File: src/sv/bffa_pkg.sv
// shared types and constants for the bitmap first-fit allocator
// no dependencies; imported by bffa_ctrl, bffa_dp and the top level
package bffa_pkg;

	localparam logic [3:0]  SHIFT_MIN   = 4'd6;
	localparam logic [3:0]  SHIFT_MAX   = 4'd12;
	localparam logic [3:0]  SHIFT_RESET = 4'd12;
	localparam logic [24:0] USED_MAX    = 25'h1FFFFFF;
	localparam logic        KIND_FREE   = 1'b1;

	typedef enum logic [3:0] {
		ST_CLEAR,
		ST_IDLE,
		ST_SETUP1,
		ST_SETUP2,
		ST_DECIDE,
		ST_FREE_RUN,
		ST_SCAN_START,
		ST_SCAN_RD,
		ST_SCAN_CHK,
		ST_MARK,
		ST_FIN_OK,
		ST_FIN_FAIL,
		ST_FIN_ZERO,
		ST_FIN_FREE,
		ST_DONE
	} state_t;

	typedef enum logic [1:0] {
		RES_OK,
		RES_FAIL,
		RES_ZERO,
		RES_FREE
	} res_t;

	typedef struct packed {
		logic capture;
		logic setup1;
		logic setup2;
		logic adv;
		logic scan_init;
		logic skip;
		logic wr_en;
		logic wr_val;
		logic fin_en;
		res_t fin;
		logic load_out;
	} cmd_t;

	typedef struct packed {
		logic is_free;
		logic zero_size;
		logic too_big;
		logic no_room;
		logic bit_free;
		logic run_last;
		logic free_done;
		logic clear_last;
		logic out_busy;
	} status_t;

endpackage

File: src/sv/bffa_ctrl.sv
// controller state machine of the allocator
// depends on bffa_pkg; drives commands into bffa_dp
module bffa_ctrl (
	input  logic              clk,
	input  logic              arst_n,
	input  logic              in_valid,
	input  bffa_pkg::status_t st,
	output bffa_pkg::cmd_t    cmd,
	output logic              in_stall
);
	import bffa_pkg::*;

	state_t state_q, state_d;

	always_ff @(posedge clk or negedge arst_n) begin
		if (!arst_n) begin
			state_q <= ST_CLEAR;
		end else begin
			state_q <= state_d;
		end
	end

	always_comb begin
		state_d = state_q;
		unique case (state_q)
			ST_CLEAR:      if (st.clear_last) state_d = ST_IDLE;
			ST_IDLE:       if (in_valid) state_d = ST_SETUP1;
			ST_SETUP1:     state_d = ST_SETUP2;
			ST_SETUP2:     state_d = ST_DECIDE;
			ST_DECIDE: begin
				if (st.is_free) state_d = ST_FREE_RUN;
				else if (st.zero_size) state_d = ST_FIN_ZERO;
				else if (st.too_big) state_d = ST_FIN_FAIL;
				else state_d = ST_SCAN_START;
			end
			ST_FREE_RUN:   if (st.free_done) state_d = ST_FIN_FREE;
			ST_SCAN_START: state_d = st.no_room ? ST_FIN_FAIL : ST_SCAN_RD;
			ST_SCAN_RD:    state_d = ST_SCAN_CHK;
			ST_SCAN_CHK: begin
				if (!st.bit_free) state_d = ST_SCAN_START;
				else if (st.run_last) state_d = ST_MARK;
				else state_d = ST_SCAN_RD;
			end
			ST_MARK:       if (st.run_last) state_d = ST_FIN_OK;
			ST_FIN_OK, ST_FIN_FAIL, ST_FIN_ZERO, ST_FIN_FREE: state_d = ST_DONE;
			ST_DONE:       if (!st.out_busy) state_d = ST_IDLE;
			default:       state_d = ST_IDLE;
		endcase
	end

	always_comb begin
		cmd = '0;
		cmd.fin = RES_FAIL;
		in_stall = 1'b1;
		unique case (state_q)
			ST_CLEAR: begin
				cmd.wr_en  = 1'b1;
				cmd.wr_val = 1'b1;
				cmd.adv    = 1'b1;
			end
			ST_IDLE: begin
				in_stall    = 1'b0;
				cmd.capture = in_valid;
			end
			ST_SETUP1: cmd.setup1 = 1'b1;
			ST_SETUP2: cmd.setup2 = 1'b1;
			ST_DECIDE: ;
			ST_FREE_RUN: begin
				if (!st.free_done) begin
					cmd.wr_en  = 1'b1;
					cmd.wr_val = 1'b1;
					cmd.adv    = 1'b1;
				end
			end
			ST_SCAN_START: cmd.scan_init = !st.no_room;
			ST_SCAN_RD: ;
			ST_SCAN_CHK: begin
				if (!st.bit_free) cmd.skip = 1'b1;
				else if (st.run_last) cmd.scan_init = 1'b1;
				else cmd.adv = 1'b1;
			end
			ST_MARK: begin
				cmd.wr_en  = 1'b1;
				cmd.wr_val = 1'b0;
				cmd.adv    = 1'b1;
			end
			ST_FIN_OK: begin
				cmd.fin_en = 1'b1;
				cmd.fin    = RES_OK;
			end
			ST_FIN_FAIL: begin
				cmd.fin_en = 1'b1;
				cmd.fin    = RES_FAIL;
			end
			ST_FIN_ZERO: begin
				cmd.fin_en = 1'b1;
				cmd.fin    = RES_ZERO;
			end
			ST_FIN_FREE: begin
				cmd.fin_en = 1'b1;
				cmd.fin    = RES_FREE;
			end
			ST_DONE: cmd.load_out = !st.out_busy;
			default: ;
		endcase
	end

endmodule

File: config.mk
export PLATFORM = sky130hd
export DESIGN_NAME = bffa_ctrl
export DESIGN_NICKNAME = d
export VERILOG_FILES = /design/src/sv/bffa_pkg.sv /design/src/sv/bffa_ctrl.sv
export SDC_FILE = /design/constraint.sdc
export NUM_CORES = 1
export LEC_CHECK = 0
export ABC_AREA = 1
export ABC_CLOCK_PERIOD_IN_PS = 2900
export BUFFER_PORTS_ARGS = -buffer_cell sky130_fd_sc_hd__buf_2
export CAP_MARGIN = 5
export CORE_MARGIN = 8
export CORE_UTILIZATION = 25
export CTS_CLUSTER_SIZE = 24
export DETAILED_ROUTE_END_ITERATION = 6
export PLACE_DENSITY = 0.48
export SLEW_MARGIN = 10
export SYNTH_ARGS = -nofsm -noshare
export SYNTH_HDL_FRONTEND = slang
export SYNTH_SLANG_ARGS = --single-unit
File: constraint.sdc
create_clock -name clk -period 2.9 [get_ports clk]
set_input_delay 0.29 -clock clk [delete_from_list [all_inputs] [get_ports clk]]
set_output_delay 0.29 -clock clk [all_outputs]
set_load 0.02 [all_outputs]
==> out/metrics.yaml, run 1 <==
timing:
  tns_ps: 0
  drv_slew: 0
  setup_viol: 0
  finalCritPeriodShare: 0.6329
  skew_ps: 4.087
  rsz0062_at_grt: "false"
  slew_headroom: 0.8105
  period_needed_ps: 1835
  timing.hold.ws_ps: 396.1
  fmax_mhz: 544.9
  worst_pin_slew_ps: 283.9
  hold_viol: 0
power_and_ir_drop:
  internal_power_w: 0.0003412
  powerDensity_nw_per_um2: 1081
  power_frac_comb: 0.763
  p_clk_frac: 0.078
  p_leak_nw: 0.5404
  ir_worst_vdd_mv: 0.4555
  pwr-share-seq: 0.159
  switching_share: 0.5983
  p_switching_w: 0.0005081
run:
  max_cap_viol_count: 0
synth:
  postSynthCellCount: 115
  synth_seq_cells: 4
  synth_area_leaders: "nand2_1, dfrtp_1, inv_1"
  synth_warnings: 0
  synth_top_area_share: 0.2824
  syn_area_um2: 598.1
  ys_seq_area_frac: 0.1674
  synth_top_area_cell: "nand2_1"
  synth_nets: 127
  synth_area_per_cell_um2: 5.201
  ys_types: 15
drt:
  antenna_left: 0
  post_drt_via_cell_ratio: 4.427
  wl_per_cell_um: 10.70
  first_iter_violations: 17
  drt_wl_total_um: 1830
  vias: 757
  first_pass_iters: 6
  drc: 0
critical_path:
  r2r_slack_ps: 1480
  r2r-end: "state_q[3]"
  cp-startpoint: "state_q[2]"
  crit_arrival_ps: 1550
  critPathLaunchType: "flop"
  timing.rr.start: "state_q[1]"
  path_class: "reg2out"
  cp_data_required_time_ps: 2610
  r2r_cells: 7
  critPathCaptureType: "output pin"
  cp_max_fo: 6
floorplan:
  core_um2: 2233
  initial_core_util: 0.2678
  fp-row-count: 17
  io_pins: 25
  die-area_um2: 4213
  die-height_um: 64.91
  die_width_um: 64.91
grt:
  grt_max_degree: 9
  grt_pass1_wl_um: 3201
  gr-total-overflow: 0
  antenna_found_initial: 0
  grt_usage: 0.09205
  grt_pass1_vias: 746
layout:
  final_layout_size_suffix_gt1_frac: 0.3147
  antenna_cells: 0
  syn_to_final_growth_pct: 31.38
  largest_register_ff_count: 4
  top_register: "state_q"
  nets: 157
  mostFrequentLayoutCells: "nand2_1, buf_2, inv_1, nor2_1, nand3_1"
  largestRegisters: "state_q (4)"
  layoutNonFillerInstCount: 171
  final_common_cell: "nand2_1"
clocking:
  clk_pin_slew_worst_paths_ps: 40
  cts_tree: "yes"
  h-tree-depth: 1
  cts-root-buf: "clkbuf_4"
  clk_latency_ps: 230
  clkSinkCount: 4
  post_cts_buffers: 0
  cts_buffers: 3
  cts_buffer_depth: 2
placement:
  post-dp-hpwl_um: 1657
  io_buffer_count: 24
  routabilityCongestion: 0.8035
  dp.cells: 167
status:
  outcome: "finished clean"
min_path:
  hp-class: "in2async"
synthesized netlist by cell type:
cell type	n
a21o_2	1
nand3b_1	1
inv_1	16
nor2_4	1
nand2_1	45
nand2_2	2
o21ai_0	6
dfrtp_1	4
inv_2	4
nand3_1	8
nor3_1	1
nand3b_2	1
nor2_1	16
nand3_2	3
nor2_2	6
power by group through the flow:
stage	logic, W	registers, W	clock network, W
after floorplan	0.000483	0.000126	0
after global placement	0.000663	0.000133	0
after detailed placement	0.000658	0.000136	0
after CTS	0.000660	0.000135	0.0000713
after global routing	0.000742	0.000141	0.0000752
final	0.000648	0.000135	0.0000663
worst max path at each step:
stage	endpoint	cells past startpoint
after floorplan	cmd[8]	6
after global placement	cmd[8]	7
after detailed placement	cmd[8]	7
after CTS	cmd[8]	7
after global routing	cmd[8]	7
final	cmd[8]	7
critical path: stages (launching register included):
cell and delay [ps]:
dfrtp_1 440, nor2_2 270, inv_2 60, nor2_1 140
inv_1 70, nand3_1 90, a21o_2 100, buf_2 150
layer usage:
| metal | routed length (um) | GRT usage |
|---|---|---|
| met5 | 0 | 0 |
| met2 | 900 | 0.1627 |
| met1 | 820 | 0.1056 |
| met4 | 0 | 0.02452 |
| met3 | 108 | 0.02577 |
metrics by stage:
| stage | utilization | cell area (um^2) | worst slack (ps) | power [W] |
|---|---|---|---|---|
| after floorplan | - | 598.1 | 1376 | 0.0006093 |
| after global placement | 0.3373 | 753.2 | 1284 | 0.0007956 |
| after detailed placement | 0.3373 | 753.2 | 1284 | 0.0007940 |
| after CTS | 0.3518 | 785.8 | 1034 | 0.0008667 |
| after global routing | 0.3518 | 785.8 | 924.2 | 0.0009580 |
| final | 0.3518 | 785.8 | 1065 | 0.0008493 |
timing repair:
action                    CTS  global route
gates resized for setup     0             0
hold endpoints to repair    4             0
hold buffers                1             0
final cells by class:
type                    count  area, um^2
fillers                   277        1448
multi-input cells          91       422.9
repair buffers             25       130.1
flip-flops and latches      4       100.1
inverters                  20       75.07
well taps                  28       35.03
clock buffers               3       22.52
cell families after synthesis:
family,share of synthesized area
compound gates,0.06486
buf+inv,0.1255
flops,0.1674
simple gates,0.6423
(Power assumes the default switching activity.)
==> run 2, diff against run 1 <==
--- a/config.mk
+++ b/config.mk
@@ -6,7 +6,7 @@
 export NUM_CORES = 1
 export LEC_CHECK = 0
 export ABC_AREA = 1
-export ABC_CLOCK_PERIOD_IN_PS = 2900
+export ABC_CLOCK_PERIOD_IN_PS = 1800
 export BUFFER_PORTS_ARGS = -buffer_cell sky130_fd_sc_hd__buf_2
 export CAP_MARGIN = 5
 export CORE_MARGIN = 8
==> constraint.sdc (replaced) <==
create_clock -name clk -period 1.8 [get_ports clk]
set_input_delay 0.18 -clock clk [delete_from_list [all_inputs] [get_ports clk]]
set_output_delay 0.18 -clock clk [all_outputs]
set_load 0.02 [all_outputs]
==> run 2 against run 1 <==
  * Cell count increased by 0.58%
  * Clock-buffer cell count unchanged
  * Register-to-register slack lost 1100 ps
  * Utilization is 0.95 points higher
  * Combinational power rose by 68%
  * Sequential share of layout area is 0.18 points lower
  * First-iteration DRC count increased by 88%
  * Die area did not move
  * Sequential power increased by 72%
  * Cell area increased by 2.7%
==> out/metrics.yaml, run 2 (synthesized netlist as in run 1, its figures left out) <==
status:
  outcome: "finished clean"
power_and_ir_drop:
  p_leak_nw: 0.5452
  ir_worst_vdd_mv: 0.9200
  powerDensity_nw_per_um2: 1776
  p_total_w: 0.001433
clocking:
  cts_buffer_depth: 2
  h-tree-depth: 1
  cts_buffers: 3
  cts-root-buf: "clkbuf_4"
  clkSinkCount: 4
  clk_pin_slew_worst_paths_ps: 40
  clk_latency_ps: 230
  cts_tree: "yes"
floorplan:
  io_pins: 25
  initial_core_util: 0.2678
  die_width_um: 64.91
  fp-row-count: 17
  core_um2: 2233
  die-area_um2: 4213
  die-height_um: 64.91
grt:
  grt_pass1_vias: 756
  antenna_found_initial: 0
  gr-total-overflow: 0
  grt_max_degree: 9
  grt_pass1_wl_um: 3056
  grt_usage: 0.08789
min_path:
  min_to: "state_q[1]"
  hold_path_depth: 3
  hold_start: "st[0]"
  hp-class: "in2reg"
critical_path:
  critPathLaunchType: "flop"
  r2r-end: "state_q[3]"
  r2r_cells: 7
  crit_arrival_ps: 1490
  r2r_slack_ps: 390
  timing.rr.start: "state_q[1]"
  cp_max_fo: 8
  critPathCaptureType: "output pin"
  path_class: "reg2out"
  cp_data_required_time_ps: 1620
run:
  max_cap_viol_count: 0
timing:
  finalCritPeriodShare: 0.9266
  drv_slew: 0
  period_needed_ps: 1668
  hold_viol: 0
  fmax_mhz: 599.5
  worst_pin_slew_ps: 274.1
  skew_ps: 0.9708
  setup_viol: 0
  slew_headroom: 0.8171
  setup_slack_ps: 132.1
  tns_ps: 0
  rsz0062_at_grt: "false"
drt:
  drc: 0
  first_iter_violations: 32
  first_pass_iters: 4
  post_drt_via_cell_ratio: 4.436
  wl_per_cell_um: 10.44
  vias: 763
  antenna_left: 0
  drt_wl_total_um: 1796
layout:
  layoutNonFillerInstCount: 172
  utilization: 0.3613
  fill_cells: 273
  final_layout_size_suffix_gt1_frac: 0.3403
  antenna_cells: 0
  final_common_cell: "nand2_1"
  syn_to_final_growth_pct: 34.94
  largest_register_ff_count: 4
  largestRegisters: "state_q (4)"
  nets: 158
  mostFrequentLayoutCells: "nand2_1, buf_2, inv_1, nor2_1, nand3_1"
  top_register: "state_q"
placement:
  post-dp-hpwl_um: 1547
  pre_cts_slack_ps: 306.8
  dp.cells: 168
  routabilityCongestion: 0.7800
  io_buffer_count: 24
## run 2: worst max-delay path, stage by stage (launching register included)
cell and delay (ps):
dfrtp_1 480, inv_2 90, nor2_4 200, nand3b_2 130
nand3_1 120, a21o_2 100, buf_2 150
## run 2: per-stage QoR
stage / instance area [um^2] / hold WS (ps)
finish: 807.0 / 268.9
floorplan: 598.1 / -115.6
global route: 807.0 / 277.2
CTS: 793.3 / 265.4
global placement: 760.7 / -14.11
detailed placement: 760.7 / -12.70
## run 2: area by class of cell
| class | instances | area (um^2) | area share |
|---|---|---|---|
| repair buffers | 26 | 137.6 | 0.1705 |
| clock buffers | 3 | 22.52 | 0.02791 |
| inverters | 20 | 75.07 | 0.09302 |
| multi-input cells | 91 | 435.4 | 0.5395 |
| well taps | 28 | 35.03 | 0.04341 |
| flip-flops and latches | 4 | 101.3 | 0.1256 |
## run 2: how the worst max path moves through the flow
stage,startpoint,endpoint,slack [ps],cells after the start
4_1_cts,state_q[2],cmd[8],50,7
3_3_place_gp,state_q[2],cmd[8],310,7
3_5_place_dp,state_q[2],cmd[8],310,7
5_1_grt,state_q[2],cmd[8],2,6
2_1_floorplan,state_q[2],cmd[8],390,6
6_report,state_q[2],cmd[8],130,6
## run 2: routing by layer
layer / global-route usage / vias to the layer above / share of wire
met5: 0 / - / 0
met4: 0.04087 / 0 / 0.0089
met3: 0.01718 / 2 / 0.061
met2: 0.1466 / 13 / 0.49
met1: 0.1057 / 334 / 0.44
li1: - / 414 / -
## run 2: power by group
| group | internal, W | switching [W] |
|---|---|---|
| Sequential | 0.000142 | 0.0000907 |
| Clock | 0.0000746 | 0.0000364 |
| Combinational | 0.000364 | 0.000726 |
## run 2: timing repair
item	CTS	global route
resized for setup	0	5
endpoints found under the setup margin	0	1
buffers inserted	0	0
hold buffers	1	0
hold endpoints to repair	4	0
==> run 3, diff against run 2 <==
--- a/config.mk
+++ b/config.mk
@@ -5,7 +5,6 @@
 export SDC_FILE = /design/constraint.sdc
 export NUM_CORES = 1
 export LEC_CHECK = 0
-export ABC_AREA = 1
 export ABC_CLOCK_PERIOD_IN_PS = 1800
 export BUFFER_PORTS_ARGS = -buffer_cell sky130_fd_sc_hd__buf_2
 export CAP_MARGIN = 5
==> run 3 against run 2 <==
  * Utilization rose by 0.73 points
  * Clock-buffer cell count did not move
  * Global-route usage about the same
  * Setup slack worse by 41 ps
  * Synthesized cell count is 27% lower
  * Combinational power grew 12%
  * First-iteration DRC count is 75% lower
  * Critical path type unchanged
  * Critical endpoint unchanged
  * Highest routed layer is now met3
==> out/metrics.yaml, run 3 <==
status:
  outcome: "finished clean"
placement:
  pre_cts_slack_ps: 202.1
  io_buffer_count: 24
  post-dp-hpwl_um: 1473
  routabilityCongestion: 0.7665
clocking:
  clkSinkCount: 4
  cts_buffer_depth: 2
  cts_tree: "yes"
  cts_buffers: 3
  clk_latency_ps: 230
  clk_pin_slew_worst_paths_ps: 40
  h-tree-depth: 1
  cts-root-buf: "clkbuf_4"
run:
  max_cap_viol_count: 0
layout:
  largest_register_ff_count: 4
  seq_area_um2: 102.6
  final_common_cell: "buf_2"
  mostFrequentLayoutCells: "buf_2, nor2_1, buf_4, nand2_1"
  antenna_cells: 0
  nets: 128
  multi_input_area_um2: 442.9
  syn_to_final_growth_pct: 39.41
  largestRegisters: "state_q (4)"
  final_layout_size_suffix_gt1_frac: 0.4035
  top_register: "state_q"
  fill_cells: 249
synth:
  synth.most_common_cell: "nor2_1"
  synth_edf_count: 0
  syn_area_um2: 590.6
  synth_warnings: 0
  synth_area_leaders: "dfrtp_1, nor2_1, nand2_1"
  async_flop_share: 1.000
  synth_nets: 96
  synth_seq_cells: 4
  synth_top_area_share: 0.1695
  synthFlopType: "dfrtp_1"
  ys_seq_area_frac: 0.1695
  postSynthCellCount: 84
  synth_area_per_cell_um2: 7.031
  ys_types: 40
  synth_top_area_cell: "dfrtp_1"
  synthTopCellsByCount: "nor2_1, nand2_1, buf_2"
floorplan:
  fp-row-count: 17
  initial_core_util: 0.2644
  die-height_um: 64.61
  io_pins: 25
  die-area_um2: 4174
  core_um2: 2233
  die_width_um: 64.61
timing:
  hold_viol: 0
  skew_ps: 0.3028
  period_needed_ps: 1709
  tns_ps: 0
  worst_pin_slew_ps: 302.6
  slew_headroom: 0.7957
  finalCritPeriodShare: 0.9496
  fmax_mhz: 585.0
  timing.hold.ws_ps: 200.9
  setup_viol: 0
  drv_slew: 0
  setup_slack_ps: 90.66
drt:
  drt_wl_total_um: 1855
  first_pass_iters: 4
  post_drt_via_cell_ratio: 5.042
  first_iter_violations: 8
  wl_per_cell_um: 13.06
  drc: 0
  antenna_left: 0
  vias: 716
critical_path:
  critPathCaptureType: "output pin"
  critPathLaunchType: "flop"
  path_class: "reg2out"
  crit_arrival_ps: 1530
  cp_data_required_time_ps: 1620
  cp_max_fo: 8
power_and_ir_drop:
  ir_worst_vdd_mv: 0.8117
  p_leak_nw: 0.4057
  powerDensity_nw_per_um2: 1894
min_path:
  hp-class: "in2reg"
grt:
  grt_pass1_vias: 747
  grt_max_degree: 21
  grt_usage: 0.08804
  grt_pass1_wl_um: 3111
  gr-total-overflow: 0
  antenna_found_initial: 0
-- run 3: changes by cell type in the layout (fill, tap and decap cells not counted), sizes merged, moves of 7 or more --
cell   before  now
inv        20    4
nor2       23   13
buf        25   34
nand3      11    4
nand2      47    9
-- run 3: path summary, 6_finish.rpt --
| kind | slack, ps | endpoint | startpoint | depth (start not counted) |
|---|---|---|---|---|
| worst min register to register | 690 | state_q[2] | state_q[2] | 2 |
| worst max register to register | 190 | state_q[1] | state_q[2] | 5 |
| worst min-delay path | 200 | state_q[1] | st[0] | 3 |
| min in group asynchronous | 290 | state_q[0] | arst_n | 2 |
| max in group asynchronous | 1380 | state_q[2] | arst_n | 2 |
| worst max-delay path | 90 | cmd[8] | state_q[3] | 5 |
-- run 3: where the power goes --
part | switching, W | leakage (nW) | internal (W)
Combinational | 0.000696 | 0.347 | 0.000529
Sequential | 0.0000804 | 0.0445 | 0.000147
Clock | 0.0000322 | 0.0138 | 0.0000743
Total | 0.000809 | 0.406 | 0.000750
-- run 3: metrics by stage --
step,instances,util,cell area (um^2),total power (W)
2_1_floorplan,84,-,595.6,0.001071
3_3_place_gp,135,0.3401,759.5,0.001393
3_5_place_dp,135,0.3401,759.5,0.001387
4_1_cts,139,0.3552,793.3,0.001509
5_1_grt,142,0.3686,823.3,0.001711
6_report,142,0.3686,823.3,0.001559
-- run 3: metal layers --
metal  part of all wire  track usage
met1               0.47      0.09440
met2               0.51       0.1640
met3              0.025      0.01890
met4                  0      0.03270
met5                  0            0
-- run 3: kinds of logic (layout without fill, tap and decap cells) --
logic type	count (synthesis)	in the layout	synth area share
AO/OA/AOI/OAI	18	18	0.2564
XOR/XNOR	1	1	0.01483
buffers and inverters	12	42	0.09957
flip-flops	4	4	0.1695
multiplexers	1	1	0.01695
AND/OR/NAND/NOR	48	48	0.4428
-- run 3: what timing repair did --
item	CTS	global route
setup buffers	0	3
endpoints found under the hold margin	4	0
hold buffers	1	0
pin swaps	0	0
endpoints found under the setup margin	1	1
resized for setup	1	2
-- run 3: layout make-up --
| class | instances | area share |
|---|---|---|
| multi-input combinational | 68 | 0.5380 |
| timing repair buffer | 35 | 0.2492 |
| sequential | 4 | 0.1246 |
| tap | 28 | 0.04255 |
| clock buffer | 3 | 0.02736 |
| inverter | 4 | 0.01824 |
-- run 3: worst max-delay path: stages, from the launching register on --
cell and delay (ps):
dfrtp_2 470, nor3b_4 240, nor2_1 70, a211oi_2 250, a41o_1 110, buf_2 160
